<file path="config.mk">
export PLATFORM = sky130hd
export DESIGN_NAME = quote_bracket_aware_splitter
export DESIGN_NICKNAME = d
export VERILOG_FILES = /design/src/rtl/qbs_pkg.sv /design/src/rtl/qbs_in_stage.sv /design/src/rtl/qbs_core.sv /design/src/rtl/qbs_out_stage.sv /design/src/rtl/quote_bracket_aware_splitter.sv
export SDC_FILE = /design/constraint.sdc
export NUM_CORES = 1
export LEC_CHECK = 0
export BUFFER_PORTS_ARGS = -buffer_cell sky130_fd_sc_hd__buf_2
export CORE_MARGIN = 2
export CORE_UTILIZATION = 48
export CTS_CLUSTER_DIAMETER = 50
export DETAILED_ROUTE_END_ITERATION = 16
export GPL_ROUTABILITY_DRIVEN = 0
export PLACE_DENSITY = 0.7
export SETUP_SLACK_MARGIN = 0.05
export SLEW_MARGIN = 20
export SYNTH_ARGS = -nofsm -noshare
export SYNTH_HDL_FRONTEND = slang
export SYNTH_SLANG_ARGS = --single-unit
export TNS_END_PERCENT = 20
</file>
<file path="constraint.sdc">
create_clock -name clock -period 3.3 [get_ports clock]
set_clock_uncertainty 0.15 [all_clocks]
set_input_delay 0.66 -clock clock [delete_from_list [all_inputs] [get_ports clock]]
set_output_delay 0.66 -clock clock [all_outputs]
set_load 0.02 [all_outputs]
</file>
<file path="src/rtl/qbs_pkg.sv">
// Shared types and constants for the quote and bracket aware splitter.
// Used by every module in rtl/; depends on nothing else.
package qbs_pkg;

   // Default parameter values
   localparam int DEPTH_BITS_DEF = 8;
   localparam int COUNT_BITS_DEF = 16;

   // Width of the piece index and piece count result fields
   localparam int OUT_BITS = 16;

   // Delimiter after reset (semicolon)
   localparam logic [7:0] DELIM_RESET = 8'd59;

   // Character codes
   localparam logic [7:0] CHAR_DQUOTE    = 8'h22;
   localparam logic [7:0] CHAR_SQUOTE    = 8'h27;
   localparam logic [7:0] CHAR_BACKTICK  = 8'h60;
   localparam logic [7:0] CHAR_BACKSLASH = 8'h5C;
   localparam logic [7:0] CHAR_LPAREN    = 8'h28;
   localparam logic [7:0] CHAR_LBRACE    = 8'h7B;
   localparam logic [7:0] CHAR_LBRACKET  = 8'h5B;
   localparam logic [7:0] CHAR_RPAREN    = 8'h29;
   localparam logic [7:0] CHAR_RBRACE    = 8'h7D;
   localparam logic [7:0] CHAR_RBRACKET  = 8'h5D;

   // Byte-count saturation limit for the escape lookback
   localparam logic [1:0] POS_FULL = 2'd2;

   typedef struct packed {
      logic [7:0] in_byte;
      logic       is_last;
   } req_payload_type;

   typedef struct packed {
      logic [7:0]          out_byte;
      logic                ends_piece;
      logic [OUT_BITS-1:0] piece_index;
      logic [OUT_BITS-1:0] piece_count;
      logic                done_res;
   } rsp_payload_type;

endpackage

</file>
<file path="src/rtl/qbs_in_stage.sv">
// Input register of the splitter: holds one accepted item until the core takes it.
// Depends on qbs_pkg.
module qbs_in_stage (
   input  logic                     clock,
   input  logic                     reset,
   input  logic                     req_valid,
   output logic                     req_stall,
   input  qbs_pkg::req_payload_type req_payload,
   input  logic                     take,
   output logic                     s1_valid,
   output qbs_pkg::req_payload_type s1_payload
);

   logic                     valid_ff;
   logic                     valid_in;
   logic                     load;
   qbs_pkg::req_payload_type payload_ff;

   // Stall only while a held item is not moving on this cycle
   assign req_stall = valid_ff && !take;
   assign load      = req_valid && !req_stall;

   always_comb begin
      if (load) begin
         valid_in = 1'b1;
      end else if (take) begin
         valid_in = 1'b0;
      end else begin
         valid_in = valid_ff;
      end
   end

   // Track occupancy
   always_ff @(posedge clock) begin
      if (reset) begin
         valid_ff <= 1'b0;
      end else begin
         valid_ff <= valid_in;
      end
   end

   // Capture the item
   always_ff @(posedge clock) begin
      if (load) begin
         payload_ff <= req_payload;
      end
   end

   assign s1_valid   = valid_ff;
   assign s1_payload = payload_ff;

endmodule

</file>
<file path="src/rtl/qbs_core.sv">
// Split state and per-byte decision logic: quote flag, bracket depth, piece counter.
// Depends on qbs_pkg.
module qbs_core #(
   parameter int DEPTH_BITS = qbs_pkg::DEPTH_BITS_DEF,
   parameter int COUNT_BITS = qbs_pkg::COUNT_BITS_DEF
) (
   input  logic                     clock,
   input  logic                     reset,
   input  logic                     advance,
   input  qbs_pkg::req_payload_type item,
   input  logic [7:0]               delimiter,
   output qbs_pkg::rsp_payload_type result
);

   localparam int OutBits = qbs_pkg::OUT_BITS;
   localparam logic signed [DEPTH_BITS-1:0] DepthMax = {1'b0, {(DEPTH_BITS-1){1'b1}}};
   localparam logic signed [DEPTH_BITS-1:0] DepthMin = {1'b1, {(DEPTH_BITS-1){1'b0}}};
   localparam logic [COUNT_BITS-1:0] CountMax = {COUNT_BITS{1'b1}};

   logic [7:0]                   prev_ff, prev_in;
   logic [7:0]                   prev_prev_ff, prev_prev_in;
   logic [1:0]                   pos_ff, pos_in;
   logic                         quote_ff, quote_in;
   logic signed [DEPTH_BITS-1:0] depth_ff, depth_in;
   logic [COUNT_BITS-1:0]        piece_ff, piece_in;

   logic                         is_quote;
   logic                         toggle;
   logic                         quote_new;
   logic signed [DEPTH_BITS-1:0] depth_new;
   logic                         ends;
   logic [COUNT_BITS-1:0]        piece_new;
   logic [COUNT_BITS:0]          count_sum;
   logic [COUNT_BITS-1:0]        count_sat;
   logic [OutBits-1:0]           index_out;
   logic [OutBits-1:0]           count_out;

   // Quote tracking: a single backslash escapes, a doubled one does not
   always_comb begin
      is_quote = (item.in_byte == qbs_pkg::CHAR_DQUOTE)
              || (item.in_byte == qbs_pkg::CHAR_SQUOTE)
              || (item.in_byte == qbs_pkg::CHAR_BACKTICK);
      toggle   = (pos_ff == 2'd0)
              || (prev_ff != qbs_pkg::CHAR_BACKSLASH)
              || ((pos_ff == qbs_pkg::POS_FULL) && (prev_prev_ff == qbs_pkg::CHAR_BACKSLASH));
      quote_new = (is_quote && toggle) ? !quote_ff : quote_ff;
   end

   // Bracket depth, saturating; then the split test on the updated depth
   always_comb begin
      depth_new = depth_ff;
      ends      = 1'b0;
      piece_new = piece_ff;
      if (!quote_new) begin
         if (((item.in_byte == qbs_pkg::CHAR_LPAREN)
              || (item.in_byte == qbs_pkg::CHAR_LBRACE)
              || (item.in_byte == qbs_pkg::CHAR_LBRACKET)) && (depth_ff != DepthMax)) begin
            depth_new = depth_ff + DEPTH_BITS'(1);
         end
         if (((item.in_byte == qbs_pkg::CHAR_RPAREN)
              || (item.in_byte == qbs_pkg::CHAR_RBRACE)
              || (item.in_byte == qbs_pkg::CHAR_RBRACKET)) && (depth_ff != DepthMin)) begin
            depth_new = depth_ff - DEPTH_BITS'(1);
         end
         if ((item.in_byte == delimiter) && (depth_new == '0)) begin
            ends = 1'b1;
            if (!item.is_last && (piece_ff != CountMax)) begin
               piece_new = piece_ff + COUNT_BITS'(1);
            end
         end
      end
   end

   // Piece count on the last byte, saturating
   always_comb begin
      count_sum = {1'b0, piece_ff} + (COUNT_BITS+1)'(1);
      count_sat = count_sum[COUNT_BITS] ? CountMax : count_sum[COUNT_BITS-1:0];
   end

   // Clamp or extend the counter to the result field width
   generate
      if (COUNT_BITS > OutBits) begin : g_clamp
         assign index_out = (|piece_ff[COUNT_BITS-1:OutBits]) ? {OutBits{1'b1}}
                                                               : piece_ff[OutBits-1:0];
         assign count_out = (|count_sat[COUNT_BITS-1:OutBits]) ? {OutBits{1'b1}}
                                                                : count_sat[OutBits-1:0];
      end else begin : g_extend
         assign index_out = OutBits'(piece_ff);
         assign count_out = OutBits'(count_sat);
      end
   endgenerate

   // Assemble the result
   always_comb begin
      result.out_byte    = item.in_byte;
      result.ends_piece  = ends;
      result.piece_index = index_out;
      result.piece_count = item.is_last ? count_out : '0;
      result.done_res    = item.is_last;
   end

   // Next state: on an advance, clear on the last byte, otherwise advance the history
   always_comb begin
      prev_in      = prev_ff;
      prev_prev_in = prev_prev_ff;
      pos_in       = pos_ff;
      quote_in     = quote_ff;
      depth_in     = depth_ff;
      piece_in     = piece_ff;
      if (advance) begin
         if (item.is_last) begin
            prev_in      = '0;
            prev_prev_in = '0;
            pos_in       = '0;
            quote_in     = 1'b0;
            depth_in     = '0;
            piece_in     = '0;
         end else begin
            prev_prev_in = prev_ff;
            prev_in      = item.in_byte;
            pos_in       = (pos_ff == qbs_pkg::POS_FULL) ? pos_ff : pos_ff + 2'd1;
            quote_in     = quote_new;
            depth_in     = depth_new;
            piece_in     = piece_new;
         end
      end
   end

   always_ff @(posedge clock) begin
      if (reset) begin
         prev_ff      <= '0;
         prev_prev_ff <= '0;
         pos_ff       <= '0;
         quote_ff     <= 1'b0;
         depth_ff     <= '0;
         piece_ff     <= '0;
      end else begin
         prev_ff      <= prev_in;
         prev_prev_ff <= prev_prev_in;
         pos_ff       <= pos_in;
         quote_ff     <= quote_in;
         depth_ff     <= depth_in;
         piece_ff     <= piece_in;
      end
   end

   // State returns to idle after the last byte of a string
   a_clear_after_last: assert property (@(posedge clock) disable iff (reset)
      (advance && item.is_last) |=>
         (depth_ff == '0) && (piece_ff == '0) && !quote_ff && (pos_ff == 2'd0))
      else $error("split state not cleared after last byte");

   // The piece counter only moves upward inside a string
   a_piece_monotonic: assert property (@(posedge clock) disable iff (reset)
      (advance && !item.is_last) |=> (piece_ff >= $past(piece_ff)))
      else $error("piece counter went backward");

   // Only a quote character can flip the quote flag
   a_quote_only_on_quote: assert property (@(posedge clock) disable iff (reset)
      (advance && !item.is_last && !is_quote) |=> (quote_ff == $past(quote_ff)))
      else $error("quote flag changed on a non-quote byte");

   // A split happens only at the delimiter, outside quotes, at depth zero
   a_split_at_top_level: assert property (@(posedge clock) disable iff (reset)
      ends |-> ((item.in_byte == delimiter) && !quote_new && (depth_new == '0)))
      else $error("split outside top level");

endmodule

</file>
<file path="src/rtl/qbs_out_stage.sv">
// Result register of the splitter: holds a finished item until the consumer takes it.
// Depends on qbs_pkg.
module qbs_out_stage (
   input  logic                     clock,
   input  logic                     reset,
   input  logic                     s1_valid,
   input  qbs_pkg::rsp_payload_type result,
   output logic                     take,
   output logic                     rsp_valid,
   input  logic                     rsp_stall,
   output qbs_pkg::rsp_payload_type rsp_payload
);

   logic                     valid_ff;
   logic                     valid_in;
   qbs_pkg::rsp_payload_type payload_ff;

   // Move an item in when the register is empty or being drained
   assign take = s1_valid && (!valid_ff || !rsp_stall);

   always_comb begin
      if (take) begin
         valid_in = 1'b1;
      end else if (!rsp_stall) begin
         valid_in = 1'b0;
      end else begin
         valid_in = valid_ff;
      end
   end

   always_ff @(posedge clock) begin
      if (reset) begin
         valid_ff <= 1'b0;
      end else begin
         valid_ff <= valid_in;
      end
   end

   // Load the result
   always_ff @(posedge clock) begin
      if (take) begin
         payload_ff <= result;
      end
   end

   assign rsp_valid   = valid_ff;
   assign rsp_payload = payload_ff;

endmodule

</file>
<file path="src/rtl/quote_bracket_aware_splitter.sv">
// Top level of the quote and bracket aware splitter.
// Depends on qbs_pkg, qbs_in_stage, qbs_core and qbs_out_stage.
//
//   channel | direction | handshake          | payload
//   req     | in        | req_valid/stall    | req_payload  (in_byte, is_last)
//   rsp     | out       | rsp_valid/stall    | rsp_payload  (out_byte, ends_piece,
//           |           |                    |   piece_index, piece_count, done_res)
//   csr     | in        | csr_valid/ready    | csr_data     (delimiter_char)
//
// One byte per cycle while the result side does not stall; each item passes through two
// registers, the input register and then the result register.
// The split state updates as an item moves from the input register to the result register.
// Reset (synchronous) empties both registers, clears the split state and sets the
// delimiter to semicolon. A stalled result holds and the input stalls once its register
// is full.
module quote_bracket_aware_splitter #(
   parameter int DEPTH_BITS = qbs_pkg::DEPTH_BITS_DEF,
   parameter int COUNT_BITS = qbs_pkg::COUNT_BITS_DEF
) (
   input  logic                     clock,
   input  logic                     reset,
   input  logic                     req_valid,
   output logic                     req_stall,
   input  qbs_pkg::req_payload_type req_payload,
   output logic                     rsp_valid,
   input  logic                     rsp_stall,
   output qbs_pkg::rsp_payload_type rsp_payload,
   input  logic                     csr_valid,
   output logic                     csr_ready,
   input  logic [7:0]               csr_data
);

   logic                     s1_valid;
   qbs_pkg::req_payload_type s1_payload;
   logic                     take;
   qbs_pkg::rsp_payload_type result;
   logic [7:0]               delim_ff;
   logic [7:0]               delim_in;

   // Delimiter register, always writable
   assign csr_ready = 1'b1;
   assign delim_in  = (csr_valid && csr_ready) ? csr_data : delim_ff;

   always_ff @(posedge clock) begin
      if (reset) begin
         delim_ff <= qbs_pkg::DELIM_RESET;
      end else begin
         delim_ff <= delim_in;
      end
   end

   qbs_in_stage u_in_stage (
      .clock       (clock),
      .reset       (reset),
      .req_valid   (req_valid),
      .req_stall   (req_stall),
      .req_payload (req_payload),
      .take        (take),
      .s1_valid    (s1_valid),
      .s1_payload  (s1_payload)
   );

   qbs_core #(
      .DEPTH_BITS (DEPTH_BITS),
      .COUNT_BITS (COUNT_BITS)
   ) u_core (
      .clock     (clock),
      .reset     (reset),
      .advance   (take),
      .item      (s1_payload),
      .delimiter (delim_ff),
      .result    (result)
   );

   qbs_out_stage u_out_stage (
      .clock       (clock),
      .reset       (reset),
      .s1_valid    (s1_valid),
      .result      (result),
      .take        (take),
      .rsp_valid   (rsp_valid),
      .rsp_stall   (rsp_stall),
      .rsp_payload (rsp_payload)
   );

endmodule

</file>
Yosys cells after proc, flatten, opt, wreduce, memory -nomap -nowiden
Index checks and enable logic that the tools add are counted.
{"block": "op_classes", "mux": 21, "eq_ne": 19, "reduce_logical": 32, "div_mod_pow": 0, "shift": 0, "order_cmp": 0, "multipliers": 0, "bitwise_logic": 0, "addsub": 5}
{"operator": "2-to-1 mux 16 bit", "n": 5}
{"operator": "2-to-1 mux 8 bit", "n": 7}
{"operator": "equality test 8 x 7 -> 1 bit, second input constant", "n": 6}
{"operator": "equality test 8 x 6 -> 1 bit, second input constant", "n": 4}
{"operator": "adder 16 x 1 -> 17 bit, second input constant", "n": 1}
{"operator": "adder 16 x 1 -> 16 bit, second input constant", "n": 1}
{"operator": "!= test 16 bit, second input constant", "n": 1}
{"operator": "!= test 8 bit, second input constant", "n": 2}
{"operator": "logical AND 1 bit", "n": 9}
{"operator": "logical OR 1 bit", "n": 9}
{"operator": "adder 8 x 2 -> 8 bit, second input constant", "n": 1}
{"operator": "equality test 8 bit", "n": 1}
{"operator": "zero test 8 bit", "n": 1}
{"operator": "!= test 8 x 7 -> 1 bit, second input constant", "n": 1}
{"operator": "subtractor 8 x 2 -> 8 bit, second input constant", "n": 1}
{"operator": "2-to-1 mux 1 bit", "n": 7}
{"operator": "zero test 1 bit", "n": 6}
{"operator": "nonzero test 2 bit", "n": 3}
{"operator": "2-to-1 mux 2 bit", "n": 2}
{"operator": "!= test 2 bit, second input constant", "n": 2}
{"operator": "AND reduction 2 bit", "n": 2}
{"operator": "AND reduction 4 bit", "n": 1}
{"operator": "adder 2 x 1 -> 2 bit, second input constant", "n": 1}
{"operator": "equality test 2 bit, second input constant", "n": 1}
{"operator": "other kinds (2)", "n": 2}
{"block": "totals", "mem_bits_ro": 0, "n_memories": 0, "ram_bits": 0, "regBits": 104, "output_inout_bits": 45, "latchBits": 0, "inputBits": 22}

Longest topological paths before layout
{"block": "logic_depth", "word_depth": 12, "depth_mapped": 13}

By module
From an unflattened synthesis, not the netlist that was laid out.
{"block": "hier_totals", "hier_cells": 538, "hier_area_um2": 5594.1}
{"module": "qbs_core", "instances": 1, "area_per_inst_um2": 3666.0, "cells_per_inst": 451}
{"module": "qbs_out_stage", "instances": 1, "area_per_inst_um2": 1297.5, "cells_per_inst": 46}
{"module": "qbs_in_stage", "instances": 1, "area_per_inst_um2": 320.3, "cells_per_inst": 13}
{"module": "quote_bracket_aware_splitter", "instances": 1, "area_per_inst_um2": 310.3, "cells_per_inst": 28}

Worst setup path before layout
OpenSTA, ideal clock, no wires.
{"block": "synth_path", "kind": "reg-to-reg", "start": "reg u_core.depth_ff[0]", "end": "reg u_core.piece_ff[10], in the netlist u_core.index_out[10]", "t_arrival_ps": 2887, "t_required_ps": 3024, "setup_ps": 126, "slack_ps": 136, "path_stages_with_launch": 14, "path_buffers": 3, "period_less_slack_ps": 3164, "cell_sequence": "dfxtp_1 -> clkbuf_1 -> inv_1 -> ha_1 -> and3b_1 -> and2_0 -> buf_2 -> o32a_1 -> xor2_1 -> nand4b_1 -> or3_1 -> o41ai_4 -> buf_6 -> o22ai_1"}
{"block": "synth_via", "elab_chain_cells": 9, "word_cells_on_any_way": 13}
{"element": "start, declared", "line": "qbs_core.sv:24", "source": "logic signed [DEPTH_BITS-1:0] depth_ff, depth_in;"}
{"element": "start signal, assigned", "line": "qbs_core.sv:142", "source": "depth_ff <= depth_in;"}
{"element": "parallel branches: the longest is 3 deep, another holds adder 8 x 2 -> 8 bit"}
{"element": "2-to-1 mux 8 bit *", "line": "qbs_core.sv:60", "source": "if (((item.in_byte == qbs_pkg::CHAR_RPAREN)"}
{"element": "2-to-1 mux 8 bit *", "line": "qbs_core.sv:54", "source": "if (!quote_new) begin"}
{"element": "zero test 8 bit *", "line": "qbs_core.sv:65", "source": "if ((item.in_byte == delimiter) && (depth_new == '0)) begin"}
{"element": "logical AND 1 bit *", "line": "qbs_core.sv:65"}
{"element": "nonzero test 2 bit (no line) *"}
{"element": "AND reduction 4 bit (no line) *"}
{"element": "end signal, assigned", "line": "qbs_core.sv:143", "source": "piece_ff <= piece_in;"}
{"element": "end, declared", "line": "qbs_core.sv:25", "source": "logic [COUNT_BITS-1:0] piece_ff, piece_in;"}
Mark *: on every way between the ends. The select of a mux whose other input is x is not followed.
A chain may end at the register's enable or synchronous reset.

Worst setup path in the final report
{"block": "layout_path", "start": "reg u_core.depth_ff[1]", "end": "reg u_core.piece_ff[4], in the netlist u_core.index_out[4]"}
The elaborated chain is that of the path after synthesis.

==> flow_summary.ini <==
[timing]
final.setup.tns_ns = 0
layout_setup_ws_ns = 0.185
post-route-period-util = 0.944
report.final.slew_viol_count = 0
max_freq_ghz = 0.321
tightest_slew_ns = 0.861
setup_viol = 0
relSlewSlack = 0.425
finalHoldViolCount = 0
min_period_ns = 3.11
rsz0062_at_grt = true

[grt]
grt_pass1_wl_mm = 17.5
grt_util_all_layers = 0.198
grt_max_degree = 52
grt_overflow = 0
antenna_found_initial = 0
first_global_vias = 3611

[yosys]
synth_nets = 496
syn_inst = 468
async_flop_share = 0
synth-edff-count = 51
ys_seq_area_frac = 0.542
avgSynthCellArea_um2 = 10.2
synth_cell_type_count = 66
synthFlopType = dfxtp_1
yosys_warnings = 0
ys_ff_latch = 104
syn_area_mm2 = 0.00478

[pwr]
peakVddDrop_mv = 0.207
power_leakage_nw = 2.12
powerDensity_mw_per_mm2 = 428
switching_power_mw = 0.591
switching_share = 0.252
pwr-share-comb = 0.074
seqPwrFrac = 0.604
p_int_mw = 1.76
p_clk_frac = 0.323

[worst_setup_path]
cp-end-kind = flip-flop
reg2reg_depth = 10
max_stage_delay_ns = 0.43
reg2reg_from = u_core.depth_ff[1]
crit-reg2reg-capture = u_core.index_out[4]
path_cells = ha_1, nand3_1, o21ai_1, nor2_2, a211oi_2, o211ai_1, or3_1, o41ai_4, buf_6, o221ai_1
cp.arrival_ns = 3.20
crit_end = u_core.index_out[4]
path_class = flip-flop to flip-flop
path_max_fanout = 15
worstPathRequired_ns = 3.38
cp_slowest_cell = or3_1
reg2reg_setup_slack_ns = 0.19
crit_start = u_core.depth_ff[1]
start_kind = flip-flop

[clock_network]
path_clk_slew_ns = 0.10
cts_tree = yes
cts_max_level = 3
cts.sinks = 104
clk_path_buf_depth = 2
clock_latency_ns = 0.37
cts_hold_buf = 0
root_buffer = clkbuf_8
cts_buffers = 9

[floorplanning]
fp.dieW_um = 104
fp.coreArea_mm2 = 0.00973
dieArea_mm2 = 0.0108
die_h_um = 104
core.rowCount = 36
start_util = 0.492
io-pin-count = 67

[detailed_routing]
num_vias = 3817
routedWlPerCell_um = 15.5
wl_mm = 10.4
ant_nets = 0
drt-pass1-iter-count = 5
drc = 0
viasPerCell = 5.68
drt_iter0_drc = 227

[cells_and_area]
drive_gt1_frac = 0.217
area_growth_pct = 14.8
nets = 562
diodes = 0
fillers = 867

[place]
dp_hpwl_mm = 7.30
io_buffer_count = 65
pre_cts_ws_ns = 0.0688

[flow_run]
cap_violations = 0

[run_status]
status = complete, no violations

[worst_hold_path]
hp-class = flip-flop to flip-flop
## power groups by stage
stage / sequential (mW) / clock [mW] / combinational [mW]
floorplan: 1.46 / 0 / 0.0946
global placement: 1.45 / 0 / 0.167
detailed placement: 1.45 / 0 / 0.169
CTS: 1.42 / 0.778 / 0.170
global route: 1.42 / 0.837 / 0.189
finish: 1.42 / 0.758 / 0.173
## through the flow
step	hold WS [ns]	power [mW]	utilization	cell area, µm²	std cells
finish	0.303	2.35	0.564	5490	672
global route	0.283	2.45	0.564	5490	672
floorplan	0.258	1.56	-	4780	468
CTS	0.290	2.37	0.560	5450	670
global placement	0.276	1.61	0.541	5260	654
detailed placement	0.281	1.62	0.541	5260	654
## Yosys cell counts (all sizes together) (4+ instances only)
cell     instances  area share
a21o             5      0.0078
a21oi           33       0.035
a31oi            6      0.0078
and2             4      0.0052
and3            23       0.030
buf             11       0.017
clkbuf          16       0.013
dfxtp           53        0.22
edfxtp          51        0.32
ha               6       0.016
inv             26       0.020
mux2i            9       0.019
nand2           21       0.016
nand3           10       0.012
nand4            6      0.0078
nor2            54       0.042
nor3            21       0.023
nor4            12       0.020
o2111ai         11       0.020
o21ai           17       0.018
o22ai            5      0.0065
or3              4      0.0052
xnor2            5      0.0092
xor2             9       0.016
## worst min path at each step
stage	endpoint	cells past startpoint	startpoint	slack, ns
after global routing	u_in_stage.s1_payload[7]	1	req_payload[7]	0.28
after CTS	u_in_stage.s1_payload[7]	1	req_payload[7]	0.29
final	u_out_stage.rsp_payload[29]	0	u_core.index_out[12]	0.30
after detailed placement	u_out_stage.rsp_payload[29]	0	u_core.index_out[12]	0.28
after floorplan	u_out_stage.rsp_payload[29]	0	u_core.index_out[12]	0.26
after global placement	u_out_stage.rsp_payload[29]	0	u_core.index_out[12]	0.28
## routing by layer
layer,share of wire,GRT usage,vias up
met4,0.014,0.0656,0
li1,-,-,1857
met2,0.47,0.307,139
met3,0.057,0.0390,14
met5,0,0,-
met1,0.46,0.279,1807
## repair_timing
action,in CTS,in global routing
endpoints found under the hold margin,0,0
resized for setup,1,8
endpoints found under the setup margin,1,16
setup buffers,0,2
## cells in the final DEF (no fill, tap or decap), types with 5 or more instances in the layout
master / count
dfxtp_1: 52
a21oi_1: 33
nor2_1: 53
buf_2: 65
xor2_1: 9
a21o_1: 5
a31oi_1: 6
buf_4: 15
and3_1: 23
o21ai_1: 7
nand4_1: 6
mux2i_1: 9
o2111ai_1: 11
ha_1: 6
o21ai_0: 9
nand2_1: 21
xnor2_1: 5
nor3_1: 20
o22ai_1: 5
inv_1: 25
nor4_1: 9
edfxtp_1: 51
clkbuf_8: 10
nand3_1: 9
## sequential cells by signal (all words and copies together), names as in the netlist
signal	count
delim_ff	8
u_core.prev_prev_ff	8
u_in_stage.s1_payload	9
u_core.prev_ff	8
u_core.pos_ff	2
u_out_stage.rsp_valid	1
u_core.index_out	16
u_core.depth_ff	8
u_core.quote_ff	1
u_out_stage.rsp_payload	42
u_in_stage.s1_valid	1
## cells by family after synthesis
group	after synthesis	share of synthesized area
buffers and inverters	53	0.0499
muxes	10	0.0212
other	1	0.000784
AOI/OAI and AO/OA	102	0.142
xor gates and xnor gates	14	0.0256
and+or+nand+nor	178	0.203
adders and majority gates	6	0.0157
DFF	104	0.542
## final cells by class
| class | count | area, µm² | area share |
|---|---|---|---|
| multi-input combinational | 311 | 1980 | 0.360 |
| sequential | 104 | 2590 | 0.472 |
| clock buffer | 10 | 138 | 0.0251 |
| clock inverter | 6 | 48.8 | 0.00889 |
| timing repair buffer | 82 | 469 | 0.0854 |
| inverter | 26 | 97.6 | 0.0178 |
| tap | 133 | 166 | 0.0303 |
## worst max-delay path, delay by kind of cell, from the launching register on
kind	cells	cell delay [ns]
compound gates	5	1.22
simple gates	3	0.73
fa+ha+maj	1	0.25
flops	1	0.42
buf+inv	1	0.21
(Power assumes the default switching activity.)
